[config.mk]
export PLATFORM = sky130hd
export DESIGN_NAME = mrf_front
export DESIGN_NICKNAME = d
export VERILOG_FILES = /design/src/hdl/mrf_pkg.sv /design/src/hdl/mrf_front.sv
export SDC_FILE = /design/constraint.sdc
export NUM_CORES = 1
export LEC_CHECK = 0
export ABC_AREA = 1
export BUFFER_PORTS_ARGS = -buffer_cell sky130_fd_sc_hd__buf_2
export CORE_MARGIN = 4
export CORE_UTILIZATION = 35
export DETAILED_ROUTE_END_ITERATION = 8
export PLACE_DENSITY = 0.95
export SYNTH_ARGS = -nofsm -noshare
export SYNTH_HDL_FRONTEND = slang
export SYNTH_SLANG_ARGS = --single-unit
[constraint.sdc]
create_clock -name vclk -period 1.3
set_input_delay 0.065 -clock vclk [all_inputs]
set_output_delay 0.065 -clock vclk [all_outputs]
set_load 0.01 [all_outputs]
[src/hdl/mrf_pkg.sv]
// mrf_pkg: shared types and constants for the matrix rectangle fill core
// holds stream field widths, opcodes, command kinds and the command record
// no dependencies
`timescale 1ns / 1ps
`default_nettype none

package mrf_pkg;

  // default geometry
  localparam int ROWS_DEF        = 128;
  localparam int COLS_DEF        = 128;
  localparam int VALUE_WIDTH_DEF = 32;

  // stream field widths
  localparam int OP_W        = 2;
  localparam int COORD_W     = 7;
  localparam int FIELD_W     = 32;
  localparam int IN_TDATA_W  = 64;
  localparam int IN_TUSER_W  = OP_W;
  localparam int OUT_TDATA_W = FIELD_W;
  localparam int OUT_TUSER_W = 1;

  // wide enough to compare any coordinate with any legal geometry
  localparam int IDX_W = 13;

  // command queue depth
  localparam int CMD_FIFO_DEPTH = 2;

  // opcodes on the input stream
  localparam logic [OP_W-1:0] OP_WRITE = 2'd0;
  localparam logic [OP_W-1:0] OP_FILL  = 2'd1;
  localparam logic [OP_W-1:0] OP_READ  = 2'd2;

  // what the engine does with a command
  typedef enum logic [1:0] {
    KIND_NONE = 2'd0,
    KIND_FILL = 2'd1,
    KIND_READ = 2'd2
  } kind_t;

  // classified command, bounds already clipped to the store
  typedef struct packed {
    kind_t              kind;
    logic               hit;
    logic [COORD_W-1:0] row_lo;
    logic [COORD_W-1:0] row_hi;
    logic [COORD_W-1:0] col_lo;
    logic [COORD_W-1:0] col_hi;
    logic [FIELD_W-1:0] value;
  } cmd_t;

endpackage

`default_nettype wire

[src/hdl/mrf_front.sv]
// mrf_front: accepts input transactions and turns them into engine commands
// a single-cell write becomes a 1x1 fill; depends on mrf_pkg
`timescale 1ns / 1ps
`default_nettype none

module mrf_front
  import mrf_pkg::*;
#(
  parameter int ROWS = ROWS_DEF,
  parameter int COLS = COLS_DEF
) (
  input  wire logic                  in_tvalid,
  output logic                       in_tready,
  input  wire logic [IN_TDATA_W-1:0] in_tdata,
  input  wire logic [IN_TUSER_W-1:0] in_tuser,
  input  wire logic                  q_full,
  output logic                       q_push,
  output cmd_t                       q_cmd
);

  logic [OP_W-1:0]    op;
  logic [COORD_W-1:0] r0, c0, r1, c1;
  logic [FIELD_W-1:0] val;
  logic               r0_ok, c0_ok, empty;
  logic [COORD_W-1:0] r1_clip, c1_clip;

  assign op  = in_tuser[OP_W-1:0];
  assign r0  = in_tdata[6:0];
  assign c0  = in_tdata[13:7];
  assign r1  = in_tdata[20:14];
  assign c1  = in_tdata[27:21];
  assign val = in_tdata[59:28];

  assign r0_ok = IDX_W'(r0) < IDX_W'(ROWS);
  assign c0_ok = IDX_W'(c0) < IDX_W'(COLS);
  assign empty = (r1 < r0) || (c1 < c0);

  // clip the far corner to the store
  assign r1_clip = (IDX_W'(r1) >= IDX_W'(ROWS)) ? COORD_W'(ROWS - 1) : r1;
  assign c1_clip = (IDX_W'(c1) >= IDX_W'(COLS)) ? COORD_W'(COLS - 1) : c1;

  always_comb begin
    q_cmd        = '0;
    q_cmd.kind   = KIND_NONE;
    q_cmd.hit    = r0_ok && c0_ok;
    q_cmd.row_lo = r0;
    q_cmd.col_lo = c0;
    q_cmd.row_hi = r0;
    q_cmd.col_hi = c0;
    q_cmd.value  = val;
    case (op)
      OP_WRITE: begin
        if (r0_ok && c0_ok) q_cmd.kind = KIND_FILL;
      end
      OP_FILL: begin
        q_cmd.row_hi = r1_clip;
        q_cmd.col_hi = c1_clip;
        if (!empty && r0_ok && c0_ok) q_cmd.kind = KIND_FILL;
      end
      OP_READ: begin
        q_cmd.kind = KIND_READ;
      end
      default: begin
        q_cmd.kind = KIND_NONE;
      end
    endcase
  end

  assign in_tready = !q_full;
  assign q_push    = in_tvalid && !q_full;

endmodule

`default_nettype wire

== Yosys cells after proc, flatten, opt, wreduce, memory -nomap -nowiden ==
Index checks and enable logic that the tools add are counted.

* Bits in writable memories: 0
* Bits of input ports: 68
* Bits in latches: 0
* Output and inout bits: 65
* Bits in registers: 0
* Word-level logic and storage cells: 12
* ROM bits: 0
* Memories: 0

* Multipliers: 0
* Div/mod/pow operators: 0
* Reductions and logical operators: 4
* Muxes and demuxes: 4
* Shift-type cells: 0
* Bitwise operators: 0
* Equal/unequal tests: 2
* $lt $le $gt $ge: 2
* $add $sub $neg: 0

{| class="wikitable"
|+ Operators with widths
! cell !! count
|-
| 7-bit < comparator || 2
|-
| 7-bit 2-to-1 mux || 2
|-
| 2-bit case mux with 3 select lines || 1
|-
| 2-bit by 1-bit equality test with 1-bit output (second input constant) || 1
|-
| 2-bit equality test (second input constant) || 1
|-
| 2-bit logical NOT || 1
|-
| 1-bit logical AND || 1
|-
| 1-bit logical NOT || 1
|-
| 1-bit logical OR || 1
|-
| 1-bit 2-to-1 mux || 1
|}

== Longest topological paths before layout ==
Gate-level depths: netlist of the first run.

* Depth in word-level cells: 4
* Gate-level depth with buffers: 10
* Mapped depth without buffers: 10

== Least setup slack after synthesis of the first run ==
Ideal clock, no wire load.

* Path type: input to output
* From: input in_tdata[6]
* To: output q_cmd[61] (netlist name)
* Data arrival time: 0.844 ns
* Cell stages on the path: 8
* Path slack: 0.391 ns
* Data required time: 1.235 ns
* Buffers on the path: 0
* Cell sequence: inv_1 ha_1 nand2_1 inv_1 a21oi_1 nand2_1 nand3_2 nand2_1

{| class="wikitable"
|+ RTL lines
! element !! RTL line !! text
|-
| start, declared || mrf_front.sv:14 || <nowiki>input wire logic [IN_TDATA_W-1:0] in_tdata,</nowiki>
|-
| end, declared || mrf_front.sv:18 || <nowiki>output cmd_t q_cmd</nowiki>
|}

==> impl_metrics.csv, run 1 <==
group,metric,value,unit
cts,ctsResizeCount,0,
global_route,grt_pass1_wl,2680,um
worst_setup_path,crit_required,1.24,ns
power_and_ir_drop,peakVddDrop,0.000133,V
job,drv_cap,0,
final_layout,multi_input_area,484,um^2
global_route,grt.overflow.total,0,
floorplanning,start_util,37.8,%
run_status,status,"finished clean",
synth,syn-num-nets,230,
global_route,grt_pass1_vias,742,
synth,synthCells,150,
worst_setup_path,critPathKind,"primary input to output port",
worst_setup_path,cp_max_fo,2,
sta,rsz0062_at_grt,"no",
sta,fmax,849,MHz
place,port_buffers,64,
power_and_ir_drop,p_per_area,346,nW/um^2
sta,timing.setup.tns,0,ns
drt,vias_per_cell,4.33,
sta,hold_viol_final,0,
final_layout,area_delta_synth_final,-0.650,%
cts,post_cts_buffers,0,
drt,wl_per_cell,9.45,um
final_layout,fin_nets,248,
power_and_ir_drop,leakage,0.000645,uW
global_route,grt_usage,8.91,%
drt,routed_wirelength,1850,um
global_route,grt_max_degree,15,
final_layout,fillers,295,
hold_path,hold_class,"primary input to output port",
synth,yosysWarnings,0,
sta,drv_slew,0,
floorplanning,coreArea,2540,um^2
synth,ys_seq_area_share,0,%
cts,ctsHoldBuffers,0,
synth,synth_area_per_cell,6.41,um^2
final_layout,seq_cell_count,0,
drt,vias,848,
worst_setup_path,end_kind,"output port",
floorplanning,pin_count,133,
floorplanning,die-area,3650,um^2
worst_setup_path,cp.arrival,1.11,ns
drt,dr.first_iter.drc_count,4,
final_layout,diodes,0,
drt,final_antenna_net_count,0,
synth,synth_cell_types,15,
worst_setup_path,start_kind,"primary input",
sta,finalSetupViolations,0,
place,place.gp.congestion,0.607,
drt,remaining_drc_errors,0,
final_layout,drive_gt1_share,48.2,%
global_route,antenna_found_initial,0,
drt,first_pass_iters,2,
floorplanning,rows,18,
final_layout,clock_buffers,0,
final_layout,area.sequential,0,um^2
floorplanning,die_y,60.4,um
synth,netlist_area,962,um^2
place,dp_hpwl,1680,um
floorplanning,dieWidth,60.4,um
sta,min_period,1.18,ns
sta,whs,0.130,ns
sta,layout_worst_path_cycle_share,90.6,%
## worst max-delay path: stages
cell	delay [ns]
buf_2	0.09
inv_1	0.05
ha_1	0.30
nand2_1	0.09
inv_1	0.05
a21oi_1	0.14
nand2_1	0.09
nand3_2	0.07
nand2_1	0.04
buf_2	0.13
## Yosys cell counts
library cell,number,area share [%]
inv_1,24,9.4
nor2_8,1,2.1
a21o_1,1,0.78
buf_12,1,2.1
ha_1,12,16
nor2_1,5,2.0
conb_1,1,0.39
o21ai_1,2,1.0
buf_6,1,1.2
a21oi_1,4,2.1
nand3_2,1,1.0
inv_2,1,0.39
o21ai_2,12,11
buf_4,47,37
nand2_1,37,14
## final timing paths
| check | from | endpoint | slack [ns] | cells after the start |
|---|---|---|---|---|
| min | in_tdata[39] | q_cmd[11] | 0.13 | 0 |
| max | in_tdata[6] | q_cmd[61] | 0.12 | 10 |
## layout by cell type (no fill, tap or decap)
cell	Yosys	routed
ha_1	12	12
inv_2	1	1
nor2_1	5	5
inv_1	24	24
buf_12	1	1
a21oi_1	4	4
o21ai_1	2	2
buf_2	0	64
o21ai_2	12	12
a21o_1	1	1
conb_1	1	1
nand2_1	37	37
nor2_8	1	1
nand3_2	1	1
## routing by layer
| layer | share of wire (%) | up-vias | global-route usage (%) |
|---|---|---|---|
| met3 | 11 | 6 | 1.28 |
| met2 | 50 | 42 | 18.7 |
| met1 | 38 | 361 | 9.23 |
| met5 | 0 | - | 0 |
| met4 | 1.5 | 0 | 1.55 |
| li1 | - | 439 | - |
## stage by stage
step / power (uW) / setup slack [ns] / utilization, % / cell area, um^2 / std cells
floorplan: 329 / 0.391 / - / 962 / 150
global placement: 328 / 0.150 / 37.6 / 956 / 196
detailed placement: 337 / 0.127 / 37.6 / 956 / 196
CTS: 338 / 0.125 / 37.6 / 956 / 196
global route: 376 / 0.00584 / 37.6 / 956 / 196
finish: 331 / 0.122 / 37.6 / 956 / 196
## cells by family (layout without fill, tap and decap cells)
logic type	count (synthesis)	in the layout	share of synthesized area, %
buf+inv	74	90	49.7
simple gates	44	44	19.5
compound gates	19	19	14.8
fa+ha+maj	12	12	15.6
other cells	1	1	0.390
## where the power goes
part           switching [uW]  internal (uW)  leakage (uW)  total (uW)
registers                   0              0             0           0
clock network               0              0             0           0
logic                     181            150      0.000645         331
total                     181            150      0.000645         331
## layout make-up
type / count / area share, %
multi-input combinational: 76 / 50.7
timing repair buffer: 65 / 35.6
inverter: 25 / 9.82
tap: 30 / 3.93
Note: power is estimated with default switching activity, not from simulation.
==> inputs of run 2 (changes only) <==
--- a/config.mk
+++ b/config.mk
@@ -10,7 +10,7 @@
 export CORE_MARGIN = 4
 export CORE_UTILIZATION = 35
 export DETAILED_ROUTE_END_ITERATION = 8
-export PLACE_DENSITY = 0.95
+export PLACE_DENSITY_LB_ADDON = 0.08
 export SYNTH_ARGS = -nofsm -noshare
 export SYNTH_HDL_FRONTEND = slang
 export SYNTH_SLANG_ARGS = --single-unit
==> run 2 against run 1 <==
Compared with the run above: maximum frequency up 2.6%; cell count unchanged; die area unchanged; total power down 0.85%; routed wire length up 1.6%; largest power group unchanged; sequential cell count unchanged; combinational power about the same; design area unchanged; via count down 0.94%.
==> impl_metrics.csv, run 2 (synthesis gave the netlist of run 1 again) <==
group,metric,value,unit
power_and_ir_drop,leakage,0.000645,uW
worst_setup_path,path_buf_inv,3,
floorplanning,start_util,37.8,%
final_layout,fin_nets,248,
hold_path,min_to,"q_cmd[11]",
global_route,grt_pass1_vias,699,
global_route,antenna_found_initial,0,
power_and_ir_drop,fin_total_pwr,328,uW
place,dp_hpwl,1750,um
sta,finalSetupViolations,0,
floorplanning,rows,18,
worst_setup_path,end_kind,"output port",
job,drv_cap,0,
worst_setup_path,cp_max_fo,2,
drt,wl_per_cell,9.61,um
final_layout,layout_commonest_cell,"buf_2",
drt,dr.first_iter.drc_count,16,
cts,ctsHoldBuffers,0,
power_and_ir_drop,netSwitchingFraction,54.2,%
drt,vias_per_cell,4.29,
global_route,grt.overflow.total,0,
power_and_ir_drop,p_seq_share,0,%
worst_setup_path,start_kind,"primary input",
worst_setup_path,crit_required,1.24,ns
cts,ctsResizeCount,0,
cts,post_cts_buffers,0,
final_layout,utilization,37.6,%
hold_path,min-delay-start,"in_tdata[39]",
power_and_ir_drop,power_frac_comb,100.0,%
final_layout,area_delta_synth_final,-0.650,%
final_layout,final_cell_mix,"buf_2 (64), nand2_1 (37), inv_1 (24)",
sta,rsz0062_at_grt,"no",
power_and_ir_drop,clock_power_share,0,%
worst_setup_path,critPathTopFamily,"adder cells",
worst_setup_path,critPathKind,"primary input to output port",
power_and_ir_drop,p_per_area,343,nW/um^2
drt,vias,840,
power_and_ir_drop,peakVddDrop,0.000116,V
final_layout,diodes,0,
drt,remaining_drc_errors,0,
place,port_buffers,64,
drt,routed_wirelength,1880,um
floorplanning,die-area,3650,um^2
drt,final_antenna_net_count,0,
run_status,status,"finished clean",
floorplanning,die_y,60.4,um
global_route,grt_pass1_wl,2730,um
sta,timing.setup.tns,0,ns
sta,hold_viol_final,0,
drt,first_pass_iters,2,
floorplanning,dieWidth,60.4,um
final_layout,fillers,292,
final_layout,area.sequential,0,um^2
worst_setup_path,cp_slowest_stage_delay,0.31,ns
sta,layout_worst_path_cycle_share,88.3,%
floorplanning,pin_count,133,
final_layout,drive_gt1_share,48.2,%
sta,fmax,871,MHz
global_route,grt_max_degree,15,
worst_setup_path,cp.arrival,1.08,ns
worst_setup_path,worstPathCellList,"buf_2 -> inv_1 -> ha_1 -> a21o_1 -> nor2_1 -> nand2_1 -> nand3_2 -> nand2_1 -> buf_2",
hold_path,hold_depth,0,
floorplanning,coreArea,2540,um^2
place,place.gp.congestion,0.718,
hold_path,hold_class,"primary input to output port",
sta,min_period,1.15,ns
sta,drv_slew,0,
final_layout,clock_buffers,0,
final_layout,seq_cell_count,0,
global_route,grt_usage,8.91,%
worst_setup_path,crit_slowest_cell,"ha_1",
power_and_ir_drop,netSwitchingPower,178,uW
power_and_ir_drop,p_int,150,uW
run 2: cell counts in the layout (fill, tap and decap cells not counted):
Identical to the previous run, type by type.
run 2: worst max-delay path by stage:
stage                 start         to  slack, ns  cells after the start
2_1_floorplan   in_tdata[6]  q_cmd[61]       0.39                      8
6_report       in_tdata[13]  q_cmd[61]       0.15                      9
3_5_place_dp   in_tdata[13]  q_cmd[61]       0.13                      9
5_1_grt         in_tdata[9]  q_cmd[61]       0.03                     10
3_3_place_gp   in_tdata[13]  q_cmd[61]       0.14                      9
4_1_cts        in_tdata[13]  q_cmd[61]       0.13                      9
run 2: cell type report:
class              instances  area, um^2  area share [%]
multi-input cells         76         484            50.7
repair buffers            65         340            35.6
inverters                 25        93.8            9.82
well taps                 30        37.5            3.93
run 2: power by group through the flow:
stage | clock [uW] | combinational, uW | sequential, uW
detailed placement | 0 | 335 | 0
global placement | 0 | 331 | 0
finish | 0 | 328 | 0
CTS | 0 | 337 | 0
floorplan | 0 | 329 | 0
global route | 0 | 375 | 0
run 2: metrics by stage:
stage | setup WS (ns) | instances | cell area (um^2) | hold slack, ns
floorplan | 0.391 | 150 | 962 | 0.174
global placement | 0.137 | 196 | 956 | 0.130
detailed placement | 0.127 | 196 | 956 | 0.130
CTS | 0.125 | 196 | 956 | 0.130
global route | 0.0254 | 196 | 956 | 0.130
finish | 0.152 | 196 | 956 | 0.130
run 2: per-layer routing:
layer | track usage, % | vias up | part of all wire, %
met5 | 0 | - | 0
met4 | 1.55 | 0 | 1.5
met3 | 1.49 | 8 | 14
met2 | 18.7 | 45 | 52
met1 | 9.10 | 347 | 32
li1 | - | 440 | -
==> inputs of run 3 (changes only) <==
--- a/config.mk
+++ b/config.mk
@@ -11,6 +11,7 @@
 export CORE_UTILIZATION = 35
 export DETAILED_ROUTE_END_ITERATION = 8
 export PLACE_DENSITY_LB_ADDON = 0.08
+export SETUP_SLACK_MARGIN = 0.3
 export SYNTH_ARGS = -nofsm -noshare
 export SYNTH_HDL_FRONTEND = slang
 export SYNTH_SLANG_ARGS = --single-unit
==> run 3 against run 2 <==
Compared with the run above: combinational power is 44% higher; first-iteration DRC count down 38%; highest routed layer unchanged; critical endpoint unchanged; critical path type unchanged; worst hold slack unchanged; sequential cell count did not move; design area rose by 39%; utilization grew 15 points; setup slack improved by 0.11 ns; non-clock buffer count rose by 12; maximum frequency increased by 11%.
==> impl_metrics.csv, run 3 (synthesis gave the netlist of run 1 again) <==
group,metric,value,unit
drt,remaining_drc_errors,0,
floorplanning,coreArea,2540,um^2
final_layout,layout_commonest_cell,"buf_2",
global_route,grt.overflow.total,0,
sta,rsz0062_at_grt,"yes",
sta,min_period,1.04,ns
floorplanning,die-area,3650,um^2
sta,layout_worst_path_cycle_share,79.8,%
drt,final_antenna_net_count,0,
global_route,grt_pass1_vias,847,
power_and_ir_drop,leakage,0.000734,uW
final_layout,area.sequential,0,um^2
cts,ctsHoldBuffers,0,
floorplanning,pin_count,133,
final_layout,clock_buffers,0,
worst_setup_path,crit_required,1.24,ns
drt,dr.first_iter.drc_count,10,
sta,fmax,964,MHz
final_layout,fillers,267,
drt,wl_per_cell,11.3,um
worst_setup_path,cp_slowest_stage_delay,0.19,ns
worst_setup_path,start_kind,"primary input",
final_layout,drive_gt1_share,69.1,%
final_layout,fin_nets,260,
floorplanning,start_util,37.8,%
worst_setup_path,crit_slowest_cell,"ha_4",
global_route,antenna_found_initial,0,
final_layout,diodes,0,
place,place.gp.congestion,0.718,
worst_setup_path,worstPathCellList,"buf_2 -> inv_2 -> ha_4 -> nand2_1 -> nand2_1 -> a21oi_2 -> nand2_1 -> nand3_2 -> nand2_1 -> buf_2",
worst_setup_path,cp_max_fo,2,
final_layout,utilization,52.3,%
sta,hold_viol_final,0,
place,dp_hpwl,1750,um
drt,vias_per_cell,4.38,
worst_setup_path,crit_top_cell,"nand2_1",
place,port_buffers,64,
power_and_ir_drop,p_per_area,355,nW/um^2
worst_setup_path,cp.arrival,0.97,ns
sta,finalSetupViolations,0,
sta,timing.setup.tns,0,ns
final_layout,area_delta_synth_final,38.4,%
sta,drv_slew,0,
final_layout,multi_input_area,659,um^2
global_route,grt_max_degree,15,
worst_setup_path,critPathKind,"primary input to output port",
global_route,grt_usage,11.3,%
drt,first_pass_iters,4,
floorplanning,die_y,60.4,um
final_layout,final_cell_mix,"buf_2 (51), nand2_1 (34), inv_1 (13)",
floorplanning,dieWidth,60.4,um
drt,routed_wirelength,2350,um
drt,vias,912,
worst_setup_path,end_kind,"output port",
final_layout,seq_cell_count,0,
job,drv_cap,0,
power_and_ir_drop,peakVddDrop,0.000171,V
floorplanning,rows,18,
hold_path,hold_class,"primary input to output port",
run_status,status,"finished clean",
global_route,grt_pass1_wl,3370,um
## run 3: cell type report
class / instances / area share (%)
inverters: 25 / 7.99
repair buffers: 77 / 39.7
multi-input cells: 76 / 49.5
well taps: 30 / 2.82
## run 3: where the power goes
group	internal, uW	switching, uW
combinational	243	229
clock	0	0
sequential	0	0
## run 3: final timing paths
path	startpoint	to	depth (start not counted)
min	in_tdata[39]	q_cmd[11]	0
max	in_tdata[4]	q_cmd[61]	10
## run 3: metal layers
layer	up-vias	share of wire (%)	track usage (%)
met3	8	12	1.49
met4	0	1.2	1.55
met2	45	56	25.5
met1	392	31	10.6
li1	467	-	-
met5	-	0	0
## run 3: worst max-delay path: cells and delay by family
family	cells	cell delay, ns
compound gates	1	0.13
fa+ha+maj	1	0.19
simple gates	5	0.28
buf+inv	3	0.30
## run 3: stage by stage
| stage | hold WS (ns) | setup WS [ns] | total power [uW] | instances | instance area, um^2 |
|---|---|---|---|---|---|
| detailed placement | 0.130 | 0.127 | 335 | 196 | 956 |
| CTS | 0.130 | 0.252 | 444 | 204 | 1260 |
| finish | 0.130 | 0.262 | 473 | 208 | 1330 |
| global placement | 0.130 | 0.137 | 331 | 196 | 956 |
| global route | 0.130 | 0.161 | 526 | 208 | 1330 |
| floorplan | 0.174 | 0.391 | 329 | 150 | 962 |
## run 3: what timing repair did
item	4_1_cts	5_1_grt
pin swaps	28	13
setup buffers	8	4
setup endpoints to repair	1	8
resized for setup	49	8
cloned	0	0
