## src/hdl/mrf_pkg.sv

```systemverilog
// mrf_pkg: shared types and constants for the matrix rectangle fill core
// holds stream field widths, opcodes, command kinds and the command record
// no dependencies
`timescale 1ns / 1ps
`default_nettype none

package mrf_pkg;

  // default geometry
  localparam int ROWS_DEF        = 128;
  localparam int COLS_DEF        = 128;
  localparam int VALUE_WIDTH_DEF = 32;

  // stream field widths
  localparam int OP_W        = 2;
  localparam int COORD_W     = 7;
  localparam int FIELD_W     = 32;
  localparam int IN_TDATA_W  = 64;
  localparam int IN_TUSER_W  = OP_W;
  localparam int OUT_TDATA_W = FIELD_W;
  localparam int OUT_TUSER_W = 1;

  // wide enough to compare any coordinate with any legal geometry
  localparam int IDX_W = 13;

  // command queue depth
  localparam int CMD_FIFO_DEPTH = 2;

  // opcodes on the input stream
  localparam logic [OP_W-1:0] OP_WRITE = 2'd0;
  localparam logic [OP_W-1:0] OP_FILL  = 2'd1;
  localparam logic [OP_W-1:0] OP_READ  = 2'd2;

  // what the engine does with a command
  typedef enum logic [1:0] {
    KIND_NONE = 2'd0,
    KIND_FILL = 2'd1,
    KIND_READ = 2'd2
  } kind_t;

  // classified command, bounds already clipped to the store
  typedef struct packed {
    kind_t              kind;
    logic               hit;
    logic [COORD_W-1:0] row_lo;
    logic [COORD_W-1:0] row_hi;
    logic [COORD_W-1:0] col_lo;
    logic [COORD_W-1:0] col_hi;
    logic [FIELD_W-1:0] value;
  } cmd_t;

endpackage

`default_nettype wire

```

## src/hdl/mrf_cmd_fifo.sv

```systemverilog
// mrf_cmd_fifo: short command queue between front and engine
// depends on mrf_pkg for the command record
`timescale 1ns / 1ps
`default_nettype none

module mrf_cmd_fifo
  import mrf_pkg::*;
#(
  parameter int DEPTH = CMD_FIFO_DEPTH
) (
  input  wire logic clk,
  input  wire logic rst_n,
  input  wire logic push,
  input  wire cmd_t wdata,
  output logic      full,
  input  wire logic pop,
  output cmd_t      rdata,
  output logic      not_empty
);

  localparam int PTR_W = (DEPTH > 1) ? $clog2(DEPTH) : 1;
  localparam int CNT_W = $clog2(DEPTH + 1);

  cmd_t             slots_r [DEPTH];
  logic [PTR_W-1:0] wptr_r, wptr_nxt, rptr_r, rptr_nxt;
  logic [CNT_W-1:0] cnt_r, cnt_nxt;
  logic             do_push, do_pop;

  assign full      = cnt_r == CNT_W'(DEPTH);
  assign not_empty = cnt_r != '0;
  assign do_push   = push && !full;
  assign do_pop    = pop && not_empty;
  assign rdata     = slots_r[rptr_r];

  always_comb begin
    wptr_nxt = wptr_r;
    rptr_nxt = rptr_r;
    cnt_nxt  = cnt_r;
    if (do_push) begin
      wptr_nxt = (wptr_r == PTR_W'(DEPTH - 1)) ? '0 : wptr_r + 1'b1;
    end
    if (do_pop) begin
      rptr_nxt = (rptr_r == PTR_W'(DEPTH - 1)) ? '0 : rptr_r + 1'b1;
    end
    if (do_push && !do_pop) begin
      cnt_nxt = cnt_r + 1'b1;
    end else if (do_pop && !do_push) begin
      cnt_nxt = cnt_r - 1'b1;
    end
  end

  always_ff @(posedge clk) begin
    if (!rst_n) begin
      wptr_r <= '0;
      rptr_r <= '0;
      cnt_r  <= '0;
    end else begin
      wptr_r <= wptr_nxt;
      rptr_r <= rptr_nxt;
      cnt_r  <= cnt_nxt;
    end
  end

  always_ff @(posedge clk) begin
    if (do_push) slots_r[wptr_r] <= wdata;
  end

endmodule

`default_nettype wire

```

## config.mk

```make
export PLATFORM = sky130hd
export DESIGN_NAME = mrf_cmd_fifo
export DESIGN_NICKNAME = d
export VERILOG_FILES = /design/src/hdl/mrf_pkg.sv /design/src/hdl/mrf_cmd_fifo.sv
export SDC_FILE = /design/constraint.sdc
export NUM_CORES = 1
export LEC_CHECK = 0
export BUFFER_PORTS_ARGS = -buffer_cell sky130_fd_sc_hd__buf_2
export CORE_UTILIZATION = 52
export DETAILED_ROUTE_END_ITERATION = 8
export MAX_ROUTING_LAYER = met4
export PLACE_DENSITY = 0.79
export SYNTH_ARGS = -nofsm -noshare
export SYNTH_HDL_FRONTEND = slang
export SYNTH_SLANG_ARGS = --single-unit
export TNS_END_PERCENT = 50
```

## constraint.sdc

```tcl
create_clock -name clk -period 5.1 [get_ports clk]
set_clock_uncertainty 0.15 [all_clocks]
set_input_delay 0.765 -clock clk [delete_from_list [all_inputs] [get_ports clk]]
set_output_delay 0.765 -clock clk [all_outputs]
set_load 0.01 [all_outputs]
```

==> After elaboration in Yosys (flattened, before gate mapping) <==
Memories as Yosys holds them, arrays and structs flattened. A register that Yosys moved wholly into a read port is not among the register bits.
Index checks and enable logic that the tools add are counted.
{ "word_totals": {"ram_bits": 126, "regBits": 4, "in_bits": 67, "out_inout_bits": 65, "wordCells": 26, "n_memories": 1} }
{ "memory_table": {"columns": ["name", "depth", "width", "read_ports", "rd_clocked_by_memory_dff", "write_ports", "line", "source"], "rows": [
  ["slots_r", 2, 63, 1, 1, 1, "mrf_cmd_fifo.sv:24", "cmd_t slots_r [DEPTH];"]
]} }
{ "op_classes": {"reduce_logical": 9, "eq_ne": 1, "add_sub_neg": 4, "muxes": 8} }
{ "op_table": {"columns": ["cell", "n"], "rows": [
  ["$mux 1", 6],
  ["$logic_and 1x1->1", 4],
  ["$mux 2", 2],
  ["$reduce_bool 2->1", 2],
  ["$logic_not 1->1", 3],
  ["$add 1x1->1 const B", 2],
  ["$add 2x1->2 const B", 1],
  ["$eq 2x2->1 const B", 1],
  ["$sub 2x1->2 const B", 1]
]} }

==> Logic depth before layout (Yosys ltp) <==
Gate-level depths: netlist of the first run.
{ "depth": {"word_depth": 7, "mapped_depth": 7, "depth_no_buf": 7} }

==> Worst setup path before layout of the first run <==
Ideal clock, no wire load.
{ "synth_timing": {"path_type": "input -> register", "startpoint": "in push", "endpoint": "mem slots_r[0][0] (netlist name), enable pin", "setup_ps": 474, "stages": 2, "path_slack_ps": 1161, "arrival_time_ps": 3315, "path_buffers": 0, "path_cell_list": "inv_1 -> nor3_2"} }
{ "synth_between": {"elab_chain_cells": 3} }
{ "synth_rtl": {"columns": ["item", "line", "source"], "rows": [
  ["start, declared", "mrf_cmd_fifo.sv:13", "input wire logic push,"],
  ["$logic_and 1x1->1", "mrf_cmd_fifo.sv:31", "assign do_push = push && !full;"],
  ["$mux 1", "mrf_cmd_fifo.sv:65", "if (do_push) slots_r[wptr_r] <= wdata;"],
  ["$mux 1 (not written as such)", "mrf_cmd_fifo.sv:65", null],
  ["end, declared", "mrf_cmd_fifo.sv:24", null]
]} }
Every way passes these cells.

==> results of run 1 <==
-- layout make-up --
type | instances | area, um^2
Clock buffer | 17 | 414
Fill cell | 562 | 2600
Timing Repair Buffer | 135 | 686
Tap cell | 108 | 135
Sequential cell | 131 | 3880
Clock inverter | 15 | 236
Multi-Input combinational cell | 81 | 846
Inverter | 2 | 7.51
-- logic make-up after synthesis --
group / count (synthesis)
AOI/OAI and AO/OA: 5
xor gates and xnor gates: 3
adders and majority gates: 1
buffers and inverters: 9
DFF: 131
muxes: 63
and+or+nand+nor: 9
-- per-layer routing --
layer | global-route usage [%] | wire (um) | vias up | part of all wire (%)
li1 | - | - | 1168 | -
met1 | 21.1 | 3330 | 1234 | 41
met2 | 30.8 | 4080 | 96 | 51
met3 | 5.15 | 566 | 9 | 7.0
met4 | 9.44 | 85 | 0 | 1.1
met5 | - | 0 | - | 0
-- cells in the mapped netlist --
library cell | number | area, um^2
a21boi_0 | 1 | 7.51
nand2b_1 | 1 | 6.26
dfxtp_1 | 5 | 100
o21a_1 | 1 | 7.51
and2_1 | 3 | 18.8
inv_2 | 1 | 3.75
xnor2_1 | 2 | 17.5
ha_1 | 1 | 12.5
or3_1 | 1 | 6.26
buf_4 | 6 | 45.0
edfxtp_1 | 126 | 3780
mux2_2 | 63 | 709
buf_2 | 1 | 5.00
and3_1 | 1 | 6.26
o21ai_1 | 1 | 5.00
xor2_1 | 1 | 8.76
nor2_1 | 1 | 3.75
nor3_2 | 1 | 10.0
a21boi_1 | 1 | 7.51
inv_1 | 1 | 3.75
o21ai_0 | 1 | 5.00
or2_2 | 1 | 6.26
-- sequential cells by signal (all words and copies together), names as in the netlist, named ones only --
| register | flops |
|---|---|
| rptr_r | 1 |
| slots_r | 126 |
| wptr_r | 1 |
| cnt_r | 2 |
-- power groups by stage --
stage,sequential (mW),clock (mW),combinational [mW]
after global placement,1.45,0,0.670
after floorplan,1.41,0,0.482
after global routing,1.46,1.38,0.734
final,1.44,1.31,0.677
after detailed placement,1.46,0,0.686
after CTS,1.44,1.34,0.689
-- metrics by stage --
stage	cell area (um^2)	hold slack, ns	setup WS (ns)	power, mW	utilization [%]
2_1_floorplan	4780	0.329	1.16	1.89	-
3_3_place_gp	5560	0.345	2.21	2.12	63.1
3_5_place_dp	5560	0.402	2.19	2.15	63.1
4_1_cts	6210	0.277	1.65	3.47	70.5
5_1_grt	6210	0.277	1.56	3.57	70.5
6_report	6210	0.300	1.70	3.43	70.5
-- worst min-delay path by stage --
stage | slack [ns] | cells after the start | to
floorplan | 0.33 | 2 | cnt_r[1]$_SDFFE_PN0P_
global placement | 0.35 | 2 | cnt_r[1]$_SDFFE_PN0P_
detailed placement | 0.40 | 2 | cnt_r[1]$_SDFFE_PN0P_
CTS | 0.28 | 1 | slots_r[0][62]$_DFFE_PP_
global route | 0.28 | 1 | slots_r[1][49]$_DFFE_PP_
finish | 0.30 | 1 | slots_r[1][49]$_DFFE_PP_
-- worst max-delay path, delay by kind of cell, from the launching register on --
family,cells,cell delay [ns]
buf+inv,2,0.58
flops,1,0.99
mux,1,0.39
==> qor.txt, run 1 <==
CP required -> 4.18 ns
H-tree depth -> 4
via count -> 2,507
fin nets -> 436
R2R Path Start -> cnt_r[0]$_SDFFE_PN0P_
Worst EP arrival -> 2.48 ns
GR Util All Layers -> 18.8%
Die Wd -> 97.9 um
vias in the first global route -> 2,669
post-synthesis sequential area ratio -> 81.3%
final wirelength -> 8.06 mm
worst min path class -> primary input to flop
Yosys Warn Count -> 0
Root Driver -> clkbuf_8
Final Hold Violating Endpoints -> 0
crit path max fanout -> 42
min-delay src -> wdata[49]
capture point of the worst reg-to-reg path -> slots_r[1][47]$_DFFE_PP_
hpwl dp -> 5.13 mm
clk slew on worst S/H paths -> 0.06 ns
RSZ-0062 raised after global routing -> false
die height -> 97.9 um
Fin Setup TNS -> 0 ns
# hold bufs at CTS -> 0
Detailed Route Iter0 Violations -> 105
Post-Synth Simple-Gate Area -> 1.20%
Cell Pwr Density -> 552 nW/um^2
part of the power in registers -> 41.9%
crit end category -> output port
Comb power frac -> 19.8%
Distinct cells, synth -> 22
Max Cap Violations -> 0
adder-cell share of the synthesized area -> 0.262%
row count -> 34
Resized cells post-CTS -> 0
VDD IR max -> 0.348 mV
Initial Util -> 54.3%
Syn Inst Count -> 221
fmax -> 294 MHz
via-per-instance ratio -> 5.13
max incr delay on CP -> 0.99 ns
initial antenna violation count -> 0
Max stage delay cell, worst path -> dfxtp_2
outcome -> complete, but fails checks
leak pwr -> 2.37 nW
Final Max Slew Viols -> 0
XOR/XNOR Fraction of Synth Area -> 0.550%
Critical Path Start Type -> flop
post-synthesis compound-gate area fraction -> 0.681%
CP Class -> flop to output port
clock power share -> 38.3%
wire per inst -> 16.5 um
clk sink count -> 131
#FFs+latches synth -> 131
Mapped Nets -> 289
gr ovfl total -> 0
Syn Area/Cell -> 21.6 um^2
slew of the pin with the lowest slew margin -> 1.03 ns
cell internal pwr -> 2.58 mW
Residual DRC -> 10
sw power -> 0.845 mW
Slew headroom -> 31.1%
largest net degree at the start of global routing -> 44
area delta synth->final -> 29.9%
share of layout cells above drive strength 1 -> 61.2%
CTS tree -> done
Port Buf Inserts -> 131
non-filler instance count after layout -> 489
Antenna Nets Post-Route -> 0
Switching Fraction -> 24.7%
Clock Latency Late Sink -> 0.50 ns
Period Utilization, post-route -> 66.6%
IO Pins -> 132
drt pass-1 iters -> 6
n_diodes -> 0
first-pass GRT wire length -> 12.9 mm
CORE AREA -> 8810 um^2
die area -> 9580 um^2
failing checks -> design-rule violations
Num CTS Buffers -> 17
CP Capture Point -> rdata[47]
commonest non-fill, non-tap cell in the layout -> buf_2
dpl cells -> 457
Final Critical Period -> 3.40 ns
Max clock buf depth -> 2
crit-path cells -> buf_4 -> mux2_2 -> buf_2
most frequent cells in the layout -> buf_2, edfxtp_1, mux2_2, clkbuf_16, bufinv_16
Reg2Reg Depth -> 3
# setup viols final -> 0
mux share of post-synthesis cell area -> 14.8%
GPL Wtd Cong -> 0.684
FF-to-FF setup slack -> 2.69 ns
largest family of logic cells by synthesized area -> multiplexers
total setup buffers inserted after CTS -> 0
mapped cell area -> 4780 um^2
Note: power is estimated with default switching activity, not from simulation.
==> inputs of run 2 (changes only) <==
Settings changed: ABC_AREA set to 1, CORE_UTILIZATION 52 to 47, PLACE_DENSITY 0.79 to 0.75.
Clock period 5.1 ns to 2.87 ns, I/O delays scaled along.
==> qor.txt, run 2 <==
CP Class -> flop to output port
Syn Area/Cell -> 21.9 um^2 (+1.1%)
#FFs+latches synth -> 131 (unchanged)
max reg flops -> 126 (unchanged)
wire per inst -> 15.8 um (-3.9%)
Worst EP arrival -> 1.90 ns (-0.58 ns)
cell internal pwr -> 4.65 mW (+80%)
leak pwr -> 2.87 nW (+21%)
final wirelength -> 9.43 mm (+17%)
FF-to-FF setup slack -> 1.10 ns (-1.59 ns)
clk sink count -> 131 (unchanged)
Final Critical Period -> 2.48 ns
cell taking the most area after synthesis -> edfxtp_1
CORE AREA -> 10,400 um^2 (+18%)
cell area after layout -> 7130 um^2 (+15%)
Syn Inst Count -> 233 (+5.4%)
top post-synthesis cells by count -> edfxtp_1, mux2_4, nor2_1
Max Cap Violations -> 0 (unchanged)
commonest non-fill, non-tap cell in the layout -> buf_2
largest net degree at the start of global routing -> 33 (-25%)
clock power share -> 36.4% (-1.9 points)
Final Max Slew Viols -> 0 (unchanged)
R2R Path Start -> cnt_r[1]$_SDFFE_PN0P_
Min-Delay Endpoint -> cnt_r[1]$_SDFFE_PN0P_
Detailed Route Iter0 Violations -> 124 (+18%)
GPL Wtd Cong -> 0.709 (+3.6%)
Switching Fraction -> 25.0% (+0.34 points)
IO Pins -> 132 (unchanged)
min-delay src -> rst_n
VDD IR max -> 0.501 mV (+44%)
Fin Setup TNS -> 0 ns (unchanged)
outcome -> complete, no violations
die height -> 106 um (+8.4%)
hpwl dp -> 5.86 mm (+14%)
CP required -> 2.29 ns (-1.89 ns)
part of the power in registers -> 41.0% (-0.9 points)
capture point of the worst reg-to-reg path -> cnt_r[1]$_SDFFE_PN0P_
fmax -> 403 MHz
WHS -> 0.0461 ns (-0.254 ns)
Num CTS Buffers -> 17 (unchanged)
Antenna Nets Post-Route -> 0 (unchanged)
die area -> 11,300 um^2 (+18%)
Comb power frac -> 22.6% (+2.8 points)
post-synthesis sequential area ratio -> 76.2% (-5.0 points)
biggest registers after layout -> slots_r (126), cnt_r (2)
crit path max fanout -> 20 (-52%)
filler cell count -> 702 (+25%)
via-per-instance ratio -> 4.72 (-8.0%)
most numerous cell in the Yosys netlist -> edfxtp_1
Port Buf Inserts -> 131 (unchanged)
Mapped Nets -> 301 (+4.2%)
Final Core Density -> 68.5% (-2.1 points)
Final Hold Violating Endpoints -> 0 (unchanged)
dpl ws -> 0.884 ns (-1.31 ns)
Critical Path Start Type -> flop
Period Utilization, post-route -> 86.6%
area delta synth->final -> 40.0%
drt pass-1 iters -> 4 (-2)
Slew headroom -> 70.2% (+39 points)
via count -> 2,806 (+12%)
n_diodes -> 0 (unchanged)
top cell type's share of synthesized area -> 74.3% (-4.9 points)
gr ovfl total -> 0 (unchanged)
initial antenna violation count -> 0 (unchanged)
Power, Total -> 6.20 mW (+81%)
vias in the first global route -> 2,936 (+10%)
H-tree depth -> 4 (unchanged)
GR Util All Layers -> 18.2% (-0.53 points)
Placed Instance Area -> 5870 um^2 (+5.6%)
Residual DRC -> 0 (-10)
Resized cells post-CTS -> 0 (unchanged)
Root Driver -> clkbuf_8
asr flop ratio synth -> 0% (unchanged)
final worst slack -> 0.386 ns (-1.32 ns)
clk slew on worst S/H paths -> 0.06 ns (about the same)
Area contributors post-synth -> edfxtp_1, mux2_4, buf_12
non-filler instance count after layout -> 595 (+22%)
CTS tree -> done
number of flops mapped to enable cells by yosys -> 126 (unchanged)
Distinct cells, synth -> 16 (-27%)
# setup viols final -> 0 (unchanged)
dpl cells -> 500 (+9.4%)
sw power -> 1.55 mW (+83%)
Die Wd -> 106 um (+8.4%)
Max clock buf depth -> 2 (unchanged)
# hold bufs at CTS -> 63 (+63)
Most used DFF post-synth -> edfxtp_1
Cell Pwr Density -> 869 nW/um^2 (+57%)
slew of the pin with the lowest slew margin -> 0.447 ns (-0.587 ns)
total setup buffers inserted after CTS -> 0 (unchanged)
Reg with most FFs -> slots_r
Clock Latency Late Sink -> 0.51 ns (about the same)
most frequent cells in the layout -> buf_2, edfxtp_1, dlygate4sd3_1, mux2_4, clkbuf_16
fin nets -> 514 (+18%)
Hold Path Cell Cnt -> 3 (+2)
RSZ-0062 raised after global routing -> false
share of layout cells above drive strength 1 -> 51.0% (-10 points)
Initial Util -> 48.9% (-5.4 points)
worst min path class -> primary input to flop
row count -> 37 (+8.8%)
mapped cell area -> 5090 um^2 (+6.6%)
Yosys Warn Count -> 0 (unchanged)
Reg2Reg Depth -> 9 (+6)
first-pass GRT wire length -> 14.4 mm (+12%)
crit end category -> output port
==> run 2: cell count changes after synthesis, sizes merged, moves of 2 or more <==
cell,previous run,this run
nor2,1,9
nand2,0,7
inv,2,8
and2,3,0
a21boi,2,0
xnor2,2,0
==> run 2: worst max-delay path, cell delays in order (launching register included) <==
cell and delay, ns:
dfxtp_4 0.59, buf_4 0.31, mux2_2 0.36, buf_2 0.14
==> run 2: kinds of logic after synthesis <==
family	count (synthesis)	share of synthesized area, %
AND/OR/NAND/NOR	18	1.40
adder cells (fa/ha/maj)	1	0.246
flip-flops	131	76.2
AO/OA/AOI/OAI	5	0.614
buffers and inverters	15	3.17
multiplexers	63	18.3
==> run 2: final cells by class <==
| class | instances | area [um^2] | area share [%] |
|---|---|---|---|
| sequential | 131 | 3890 | 54.5 |
| timing repair buffer | 201 | 1350 | 19.0 |
| multi-input combinational | 87 | 1060 | 14.9 |
| clock buffer | 17 | 414 | 5.81 |
| clock inverter | 15 | 213 | 2.98 |
| tap | 136 | 170 | 2.39 |
| inverter | 8 | 30.0 | 0.421 |
==> run 2: how the worst max path moves through the flow <==
stage,start,endpoint,slack (ns),cells after the start
6_report,flop,rdata[47],0.39,3
5_1_grt,flop,rdata[47],0.28,3
4_1_cts,flop,rdata[47],0.32,3
3_5_place_dp,flop,rdata[47],0.88,3
3_3_place_gp,flop,rdata[47],0.91,3
2_1_floorplan,push,slots_r[0][0]$_DFFE_PP_,-0.90,2
==> run 2: routing by layer <==
layer	routed length (um)	vias to the layer above	global-route usage (%)
met1	3830	1362	19.7
met3	513	10	5.40
met5	0	-	-
li1	-	1335	-
met2	4990	99	31.4
met4	92	0	7.44
==> run 2: power by group through the flow <==
| stage | Sequential, mW | Combinational [mW] | Clock [mW] |
|---|---|---|---|
| global placement | 2.57 | 1.31 | 0 |
| floorplan | 2.54 | 1.01 | 0 |
| finish | 2.54 | 1.40 | 2.25 |
| CTS | 2.55 | 1.42 | 2.30 |
| global route | 2.57 | 1.51 | 2.37 |
| detailed placement | 2.59 | 1.35 | 0 |
==> inputs of run 3 (changes only) <==
Settings changed: CAP_MARGIN set to 10, CORE_UTILIZATION 47 to 40, GPL_ROUTABILITY_DRIVEN set to 0, PLACE_DENSITY 0.75 to 0.66.
==> qor.txt, run 3 (synthesis results as in run 2) <==
total setup buffers inserted after CTS -> 0 (unchanged)
Reg with most FFs -> slots_r
Residual DRC -> 0 (unchanged)
commonest non-fill, non-tap cell in the layout -> buf_2
via count -> 2,510 (-11%)
drt pass-1 iters -> 4 (unchanged)
fmax -> 413 MHz (+2.6%)
max reg flops -> 126 (unchanged)
final wirelength -> 8.45 mm (-10%)
Worst EP arrival -> 1.84 ns (-0.06 ns)
initial antenna violation count -> 1 (+1)
RSZ-0062 raised after global routing -> false
crit path max fanout -> 19 (-5.0%)
Max clock buf depth -> 2 (unchanged)
Slew headroom -> 74.8% (+4.6 points)
Die Wd -> 115 um (+8.2%)
max incr delay on CP -> 0.58 ns (about the same)
share of layout cells above drive strength 1 -> 58.0% (+7.0 points)
Initial Util -> 41.7% (-7.2 points)
area delta synth->final -> 27.9%
Max stage delay cell, worst path -> dfxtp_4
slew of the pin with the lowest slew margin -> 0.379 ns (-0.0684 ns)
cell area after layout -> 6520 um^2 (-8.6%)
clk sink count -> 131 (unchanged)
Final Max Slew Viols -> 0 (unchanged)
most frequent cells in the layout -> buf_2, edfxtp_1, mux2_4, clkbuf_16, inv_1
vias in the first global route -> 2,647 (-9.8%)
CTS tree -> done
CP required -> 2.29 ns (about the same)
crit-path cells -> buf_4 -> mux2_4 -> buf_2
via-per-instance ratio -> 4.47 (-5.3%)
Top Usage Layer GRT -> met2
biggest registers after layout -> slots_r (126), cnt_r (2)
leak pwr -> 2.59 nW (-9.9%)
GR met1 Demand/Resource -> 14.0% (-5.6 points)
GR Util All Layers -> 13.9% (-4.3 points)
# setup viols final -> 0 (unchanged)
worst min path class -> primary input to flop
die area -> 13,200 um^2 (+17%)
filler cell count -> 1,040 (+48%)
Power, Total -> 6.03 mW (-2.8%)
CORE AREA -> 12,200 um^2 (+17%)
WHS -> 0.0563 ns (+0.0102 ns)
Antenna Nets Post-Route -> 0 (unchanged)
GR Util met3 -> 6.01% (+0.61 points)
Clock Latency Late Sink -> 0.41 ns (-0.10 ns)
hpwl dp -> 5.49 mm (-6.3%)
Root Driver -> clkbuf_16
Detailed Route Iter0 Violations -> 129 (+4.0%)
Final Critical Period -> 2.42 ns (-0.0623 ns)
met2 usage -> 22.8% (-8.6 points)
clk slew on worst S/H paths -> 0.05 ns (about the same)
largest net degree at the start of global routing -> 64 (+94%)
Critical Path Start Type -> flop
die height -> 115 um (+8.2%)
Resized cells post-CTS -> 0 (unchanged)
H-tree depth -> 4 (unchanged)
wire per inst -> 15.0 um (-5.1%)
first-pass GRT wire length -> 12.8 mm (-12%)
Num CTS Buffers -> 17 (unchanged)
fin nets -> 448 (-13%)
IO Pins -> 132 (unchanged)
CP Class -> flop to output port
gr ovfl total -> 0 (unchanged)
# hold bufs at CTS -> 0 (-100%)
VDD IR max -> 0.529 mV (+5.7%)
Max Cap Violations -> 0 (unchanged)
Period Utilization, post-route -> 84.4% (-2.2 points)
row count -> 40 (+8.1%)
Placed Instance Area -> 5920 um^2 (+0.72%)
Port Buf Inserts -> 131 (unchanged)
Cell Pwr Density -> 925 nW/um^2 (+6.4%)
crit end category -> output port
outcome -> complete, no violations
Final Hold Violating Endpoints -> 0 (unchanged)
[run 3: path summary, 6_finish.rpt]
path | depth (start not counted) | slack [ns] | to | startpoint
min | 1 | 0.06 | slots_r[1][58]$_DFFE_PP_ | wdata[58]
min reg2reg | 2 | 0.35 | flop | rptr_r$_SDFFE_PN0P_
max | 3 | 0.45 | rdata[35] | flop
max reg2reg | 9 | 1.14 | cnt_r[1]$_SDFFE_PN0P_ | cnt_r[1]$_SDFFE_PN0P_
[run 3: final cells by class]
| class | instances | area, um^2 | share of cell area [%] |
|---|---|---|---|
| multi-input combinational | 87 | 1060 | 16.3 |
| clock buffer | 19 | 433 | 6.64 |
| sequential | 131 | 3890 | 59.7 |
| clock inverter | 13 | 165 | 2.53 |
| antenna | 1 | 2.50 | 0.0384 |
| tap | 168 | 210 | 3.23 |
| inverter | 8 | 30.0 | 0.461 |
| timing repair buffer | 135 | 723 | 11.1 |
[run 3: metal layers]
layer / vias up / wire (um) / share of wire [%]
li1: 1198 / - / -
met1: 1205 / 3330 / 39
met2: 91 / 4320 / 51
met5: - / 0 / 0
met4: 0 / 148 / 1.8
met3: 16 / 651 / 7.7
[run 3: per-stage QoR]
step                worst slack [ns]  TNS, ns  std cells  utilization (%)
finish                         0.448        0        562             53.4
global route                   0.361        0        562             53.4
CTS                            0.397        0        561             53.3
detailed placement             0.849        0        529             48.4
global placement               0.878        0        529             48.4
floorplan                     -0.896  -112.89        233                -
[run 3: report_power, final]
part	internal, mW	switching, mW	total [mW]
combinational	0.686	0.636	1.32
clock	1.43	0.731	2.16
sequential	2.42	0.118	2.54
[run 3: worst max-delay path, delay by kind of cell (launching register included)]
| family | cells | cell delay (ns) |
|---|---|---|
| buf+inv | 2 | 0.52 |
| mux | 1 | 0.33 |
| flops | 1 | 0.58 |
